$ cat config.mk
export PLATFORM = sky130hd
export DESIGN_NAME = rfrc_parser
export DESIGN_NICKNAME = d
export VERILOG_FILES = /design/src/rtl/rfrc_pkg.sv /design/src/rtl/rfrc_parser.sv
export SDC_FILE = /design/constraint.sdc
export NUM_CORES = 1
export LEC_CHECK = 0
export ABC_AREA = 1
export ABC_CLOCK_PERIOD_IN_PS = 2800
export BUFFER_PORTS_ARGS = -buffer_cell sky130_fd_sc_hd__buf_2
export CAP_MARGIN = 20
export CORE_MARGIN = 3
export CORE_UTILIZATION = 47
export DETAILED_ROUTE_END_ITERATION = 16
export PLACE_DENSITY = 0.78
export SYNTH_ARGS = -nofsm -noshare
export SYNTH_HDL_FRONTEND = slang
export SYNTH_SLANG_ARGS = --single-unit
$ cat constraint.sdc
create_clock -name clk -period 2.8 [get_ports clk]
set_input_delay 0.42 -clock clk [delete_from_list [all_inputs] [get_ports clk]]
set_output_delay 0.42 -clock clk [all_outputs]
set_load 0.1 [all_outputs]
$ cat src/rtl/rfrc_pkg.sv
package rfrc_pkg;

  localparam int FRAME_BYTES_DEF = 13;
  localparam int BYTE_W          = 8;
  localparam int ADDR_W          = 16;
  localparam int CFG_INDEX_W     = 3;
  localparam int CFG_DATA_W      = 16;

  // frame offsets
  localparam int OFS_LEN_HI   = 1;
  localparam int OFS_LEN_LO   = 2;
  localparam int OFS_API_ID   = 3;
  localparam int OFS_FRAME_ID = 4;
  localparam int OFS_ADDR_HI  = 5;
  localparam int OFS_ADDR_LO  = 6;
  localparam int OFS_OPTIONS  = 7;
  localparam int OFS_STATUS   = 8;
  localparam int OFS_JOY_ONE  = 9;
  localparam int OFS_JOY_TWO  = 10;
  localparam int OFS_DIGITAL  = 11;

  localparam logic [BYTE_W-1:0] SUM_GOOD = 8'hFF;

  // register reset values
  localparam logic [BYTE_W-1:0] RST_START_DELIM = 8'h7E;
  localparam logic [BYTE_W-1:0] RST_LEN_HI      = 8'h00;
  localparam logic [BYTE_W-1:0] RST_LEN_LO      = 8'h09;
  localparam logic [BYTE_W-1:0] RST_API_ID      = 8'h01;
  localparam logic [BYTE_W-1:0] RST_FRAME_ID    = 8'h00;
  localparam logic [ADDR_W-1:0] RST_OWN_ADDR    = 16'h2081;
  localparam logic [BYTE_W-1:0] RST_OPTIONS     = 8'h00;
  localparam logic [BYTE_W-1:0] RST_PAIR_CODE   = 8'h01;

  typedef enum logic [CFG_INDEX_W-1:0] {
    CFG_START_DELIM = 3'd0,
    CFG_LEN_HI      = 3'd1,
    CFG_LEN_LO      = 3'd2,
    CFG_API_ID      = 3'd3,
    CFG_FRAME_ID    = 3'd4,
    CFG_OWN_ADDR    = 3'd5,
    CFG_OPTIONS     = 3'd6,
    CFG_PAIR_CODE   = 3'd7
  } cfg_index_t;

  typedef enum logic [1:0] {
    ST_VALID    = 2'd0,
    ST_HEADER   = 2'd1,
    ST_ADDRESS  = 2'd2,
    ST_CHECKSUM = 2'd3
  } frame_status_t;

  typedef struct packed {
    logic [BYTE_W-1:0] start_delimiter;
    logic [BYTE_W-1:0] length_high;
    logic [BYTE_W-1:0] length_low;
    logic [BYTE_W-1:0] api_identifier;
    logic [BYTE_W-1:0] frame_identifier;
    logic [ADDR_W-1:0] own_address;
    logic [BYTE_W-1:0] options_value;
    logic [BYTE_W-1:0] pairing_code;
  } cfg_t;

  typedef struct packed {
    frame_status_t     frame_status;
    logic [BYTE_W-1:0] status_value;
    logic [BYTE_W-1:0] joystick_one;
    logic [BYTE_W-1:0] joystick_two;
    logic [BYTE_W-1:0] digital_bits;
    logic [ADDR_W-1:0] source_address;
  } result_t;

  // handshake between the input register and the frame logic
  typedef struct packed {
    logic              valid;
    logic [BYTE_W-1:0] rx_byte;
  } stage_t;

endpackage

$ cat src/rtl/rfrc_parser.sv
module rfrc_parser import rfrc_pkg::*; #(
  parameter int FRAME_BYTES = FRAME_BYTES_DEF
) (
  input  logic    clk,
  input  logic    rst,
  input  cfg_t    cfg,
  input  stage_t  stage,
  input  logic    advance,
  output logic    emit,
  output result_t result
);

  localparam int POS_W = $clog2(FRAME_BYTES);
  localparam logic [POS_W-1:0] LAST_POS = POS_W'(FRAME_BYTES - 1);

  logic [POS_W-1:0]  frame_position, frame_position_next;
  logic              header_good, header_good_next;
  logic              address_good, address_good_next;
  logic [BYTE_W-1:0] running_sum, running_sum_next;
  logic [BYTE_W-1:0] address_high_hold;
  logic [BYTE_W-1:0] payload_hold [4];
  logic [ADDR_W-1:0] paired_address, paired_address_next;

  logic              fire;
  logic              is_start;
  logic              in_frame;
  logic [BYTE_W-1:0] b;
  frame_status_t     status;

  assign fire     = stage.valid && advance;
  assign b        = stage.rx_byte;
  assign is_start = (b == cfg.start_delimiter);
  assign in_frame = fire && !is_start && (frame_position != '0);

  always_comb begin
    frame_position_next = frame_position;
    header_good_next    = header_good;
    address_good_next   = address_good;
    running_sum_next    = running_sum;
    emit                = 1'b0;
    if (fire && is_start) begin
      frame_position_next = POS_W'(1);
      header_good_next    = 1'b1;
      address_good_next   = 1'b1;
      running_sum_next    = '0;
    end else if (in_frame) begin
      // checksum covers the api id through the last byte
      if (frame_position >= POS_W'(OFS_API_ID)) begin
        running_sum_next = running_sum + b;
      end
      case (frame_position)
        POS_W'(OFS_LEN_HI):   if (b != cfg.length_high)      header_good_next = 1'b0;
        POS_W'(OFS_LEN_LO):   if (b != cfg.length_low)       header_good_next = 1'b0;
        POS_W'(OFS_API_ID):   if (b != cfg.api_identifier)   header_good_next = 1'b0;
        POS_W'(OFS_FRAME_ID): if (b != cfg.frame_identifier) header_good_next = 1'b0;
        POS_W'(OFS_ADDR_LO):
          if ({address_high_hold, b} != cfg.own_address) address_good_next = 1'b0;
        POS_W'(OFS_OPTIONS):  if (b != cfg.options_value)    header_good_next = 1'b0;
        default: ;
      endcase
      if (frame_position < LAST_POS) begin
        frame_position_next = frame_position + POS_W'(1);
      end else begin
        frame_position_next = '0;
        emit                = 1'b1;
      end
    end
  end

  // priority: header, then address, then checksum
  always_comb begin
    if (!header_good_next) begin
      status = ST_HEADER;
    end else if (!address_good_next) begin
      status = ST_ADDRESS;
    end else if (running_sum_next != SUM_GOOD) begin
      status = ST_CHECKSUM;
    end else begin
      status = ST_VALID;
    end
  end

  always_comb begin
    paired_address_next = paired_address;
    if (emit && status == ST_VALID && payload_hold[0] == cfg.pairing_code) begin
      paired_address_next = {payload_hold[1], payload_hold[2]};
    end
  end

  assign result.frame_status   = status;
  assign result.status_value   = payload_hold[0];
  assign result.joystick_one   = payload_hold[1];
  assign result.joystick_two   = payload_hold[2];
  assign result.digital_bits   = payload_hold[3];
  assign result.source_address = paired_address_next;

  always_ff @(posedge clk) begin
    if (rst) begin
      frame_position    <= '0;
      header_good       <= 1'b1;
      address_good      <= 1'b1;
      running_sum       <= '0;
      address_high_hold <= '0;
      paired_address    <= '0;
    end else begin
      frame_position <= frame_position_next;
      header_good    <= header_good_next;
      address_good   <= address_good_next;
      running_sum    <= running_sum_next;
      paired_address <= paired_address_next;
      if (in_frame && frame_position == POS_W'(OFS_ADDR_HI)) begin
        address_high_hold <= b;
      end
    end
  end

  // command bytes at offsets eight to eleven
  always_ff @(posedge clk) begin
    if (in_frame && frame_position >= POS_W'(OFS_STATUS)
        && frame_position <= POS_W'(OFS_DIGITAL)) begin
      payload_hold[frame_position[1:0]] <= b;
    end
  end

`ifndef NO_ASSERTIONS
  a_pos_range: assert property (@(posedge clk) disable iff (rst)
    frame_position <= LAST_POS)
    else $error("frame position past last byte");

  a_emit_closes: assert property (@(posedge clk) disable iff (rst)
    emit |=> frame_position == '0)
    else $error("frame not closed after result");

  a_start_opens: assert property (@(posedge clk) disable iff (rst)
    fire && is_start |=> frame_position == POS_W'(1) && running_sum == '0
                         && header_good && address_good)
    else $error("start byte did not open a clean frame");

  a_pair_only_valid: assert property (@(posedge clk) disable iff (rst)
    paired_address_next != paired_address |-> emit && status == ST_VALID)
    else $error("paired address changed without a valid frame");
`endif

endmodule

==> impl_metrics.csv <==
group,metric,value,unit
placed_design,gp_congestion,0.9144,
pwr,p_sw_share,26.55,%
pwr,pwr-share-clk,37.2,%
routing,vias_per_cell,5.054,
pwr,p_int,1.638,mW
synthesis,ys.flop_type,"dfxtp_1",
global_route,grt_pass1_wl,22340,um
timing,worst_pin_slew,0.4994,ns
die,initial_core_util,48.73,%
timing,setup_tns,-9.596,ns
synthesis,synth-seq-cells,70,
synthesis,synth_warnings,0,
clock_tree,cts_buffers,9,
pwr,p_seq_share,47.9,%
global_route,antenna_found_initial,0,
die,die-area,0.01084,mm2
outcome,violations,"setup timing",
synthesis,synth_fp_nets,689,
clock_tree,clock_path_buffers,2,
placed_design,dp_hpwl,10860,um
global_route,grt_pass1_vias,4639,
placed_design,post-place-cells,922,
synthesis,synth_area,0.004524,mm2
setup_path,critical_path.top_delay_family,"simple AND/OR/NAND/NOR gates",
setup_path,end_kind,"primary output",
timing,rsz0062_at_grt,"true",
routing,drt-pass1-iter-count,5,
setup_path,worstSetupPathType,"reg -> out",
setup_path,start_kind,"flip-flop",
setup_path,path_cells,"ha_4 -> fa_2 -> xnor2_1 -> nand2_1 -> o21ai_0 -> nand3_1 -> nand3_1 -> nor2_2 -> nand2_2 -> nor2_4 -> nand4_4 -> buf_12 -> o21ai_4 -> clkinvlp_4 -> buf_12",
synthesis,synth_edf_count,32,
setup_path,max_stage_delay,0.40,ns
clock_tree,htree_levels,3,
timing,finalClockSkew,0.01138,ns
final_layout,final_cells,948,
die,die_w,104.1,um
outcome,status,"complete, but fails checks",
routing,drt_iter0_drc,256,
pwr,total_power,2.229,mW
synthesis,synthDistinctLibCells,38,
clock_tree,cts_hold_buf,0,
final_layout,final_util,73.41,%
pwr,peakVddDrop,0.2365,mV
pwr,p_comb_share,14.9,%
routing,antenna_left,0,
pwr,leakagePower,3.078,nW
routing,drt_wl_total,14250,um
final_layout,fillerInstances,658,
die,io_pins,135,
final_layout,nets,910,
die,die_h,104.1,um
global_route,grt_overflow_total,0,
synthesis,ys_async_sr_fraction,0,%
clock_tree,insertion_delay,0.36,ns
clock_tree,root_buffer,"clkbuf_8",
timing,max_clock_freq,293.8,MHz
final_layout,syn_to_final_growth,50.64,%
clock_tree,cts.clk_slew.worst_paths,0.08,ns
run,maxCapViolCount,0,
timing,hold_viol,0,
synthesis,syn-instance-count,593,
final_layout,diodes,0,
routing,vias,4791,
timing,finalCriticalPeriod,3.403,ns
routing,avgRoutedWirePerCell,15.03,um
global_route,grt_max_degree,26,
setup_path,cp.buffers_inverters,3,
setup_path,crit_path_top_delay_cell,"fa_2",
timing,maxSlewViolCount,0,
hold_path,hold_class,"in -> reg",
timing,finalSetupViolCount,18,
setup_path,cp_max_fo,8,
placed_design,io_buffers,134,
clock_tree,clkSinkCount,70,
die,std_cell_rows,35,
setup_path,cp.required,2.38,ns
timing,worst_slack,-0.6035,ns
pwr,power.density,327.1,mW/mm2
synthesis,ys_seq_area_share,38.05,%
pwr,p_switching,0.5919,mW
synthesis,syn_avg_cell_area,7.630,um2
global_route,grtUsageTotal,25.45,%
die,core_area,0.009284,mm2
timing,fin_crit_sh,121.6,%
clock_tree,cts_tree,"yes",
setup_path,crit_arrival,2.98,ns
routing,drc_errors,0,
timing,slew_headroom,66.93,%
final_layout,drive_above_1_share,44.57,%
-- area by class of cell --
class	instances	area (um2)	share of cell area (%)
sequential	70	1724	25.30
timing repair buffer	230	1752	25.70
multi-input combinational	408	2545	37.34
inverter	95	434.2	6.370
tap	129	161.4	2.368
clock buffer	10	127.6	1.873
clock inverter	6	71.32	1.046
-- metrics by stage --
| stage | area (um2) | setup WS, ns | hold WS (ns) |
|---|---|---|---|
| floorplan | 4747 | -0.3140 | 0.4243 |
| global placement | 6406 | -0.3791 | 0.4390 |
| detailed placement | 6406 | -0.4458 | 0.4560 |
| CTS | 6799 | -0.6053 | 0.4263 |
| global route | 6815 | -0.7159 | 0.4256 |
| finish | 6815 | -0.6035 | 0.4420 |
-- cells in the final DEF, fill, tap and decap left out, types with 3 or more instances in the layout --
| cell type | count |
|---|---|
| nand2_1 | 138 |
| buf_2 | 116 |
| buf_4 | 86 |
| inv_1 | 69 |
| dfxtp_1 | 36 |
| nor2_1 | 34 |
| edfxtp_1 | 32 |
| nand3_1 | 27 |
| buf_12 | 24 |
| nor2_2 | 23 |
| o21ai_0 | 22 |
| xnor2_1 | 20 |
| nand2_2 | 17 |
| o21ai_4 | 16 |
| xor2_1 | 13 |
| a21oi_1 | 12 |
| clkinvlp_4 | 12 |
| nand4_1 | 11 |
| nor3_1 | 10 |
| clkbuf_8 | 9 |
| inv_2 | 8 |
| nand2_4 | 8 |
| or2_2 | 8 |
| o22ai_1 | 7 |
| ha_1 | 7 |
| nand3_2 | 5 |
| inv_4 | 4 |
| o21ai_1 | 4 |
| a211oi_1 | 4 |
| inv_8 | 4 |
| buf_6 | 4 |
| ha_4 | 3 |
-- synth_stat cells, drive strengths merged, types with 2 or more instances --
library cell    n  area, um2
o22ai           7      43.79
buf            14      123.9
edfxtp         32      960.9
a211oi          4      30.03
ha             11      137.6
nor3b           2      15.01
or2             8      50.05
a21oi          14      81.33
nand2         164      683.2
o21ai          43      275.3
inv            95      366.6
dfxtp          38      760.7
nand3          33      185.2
clkbuf          6      22.52
xnor2          20      175.2
nor2           59      289.0
nand4          12      90.09
nor3           11      55.05
xor2           13      113.9
nand3b          2      15.01
-- path summary, 6_finish.rpt --
kind / start / end / slack (ns) / cells past startpoint
max: running_sum[0]$_SDFF_PP0_ / result[1] / -0.60 / 15
min: stage[0] / payload_hold[2][0]$_DFFE_PP_ / 0.44 / 2
max reg2reg: running_sum[0]$_SDFF_PP0_ / paired_address[2]$_SDFF_PP0_ / 0.01 / 18
min reg2reg: address_high_hold[5]$_SDFFE_PP0P_ / address_high_hold[5]$_SDFFE_PP0P_ / 0.47 / 2
-- cell families (layout without fill, tap and decap cells) --
| group | Yosys count | in the layout | synth area share [%] |
|---|---|---|---|
| XOR/XNOR | 33 | 33 | 6.388 |
| AND/OR/NAND/NOR | 292 | 292 | 30.70 |
| AO/OA/AOI/OAI | 71 | 71 | 10.04 |
| flip-flops | 70 | 70 | 38.05 |
| adder cells (fa/ha/maj) | 12 | 12 | 3.484 |
| buffers and inverters | 115 | 341 | 11.34 |
-- power by group through the flow --
stage | Clock (mW) | Combinational, mW | Sequential, mW
floorplan | 0 | 0.158 | 1.09
global placement | 0 | 0.311 | 1.09
detailed placement | 0 | 0.321 | 1.09
CTS | 0.833 | 0.324 | 1.07
global route | 0.883 | 0.361 | 1.07
finish | 0.830 | 0.332 | 1.07
-- routing by layer --
| layer | routed length, um | track usage, % | vias up |
|---|---|---|---|
| li1 | - | - | 2322 |
| met4 | 365 | 5.603 | 0 |
| met2 | 7111 | 45.87 | 212 |
| met3 | 999 | 5.835 | 39 |
| met5 | 0 | 0 | - |
| met1 | 5776 | 30.88 | 2218 |
-- what timing repair did --
action / 4_1_cts / 5_1_grt
setup endpoints to repair: 18 / 26
gates cloned: 2 / 0
buffers inserted: 8 / 2
resized for setup: 23 / 9
pin swaps: 9 / 3
-- registers in the layout (all words and copies together) (netlist names) --
name,flops
header_good,1
running_sum,8
frame_position,4
address_good,1
address_high_hold,8
paired_address,16
payload_hold,32
Note: power is estimated with default switching activity, not from simulation.
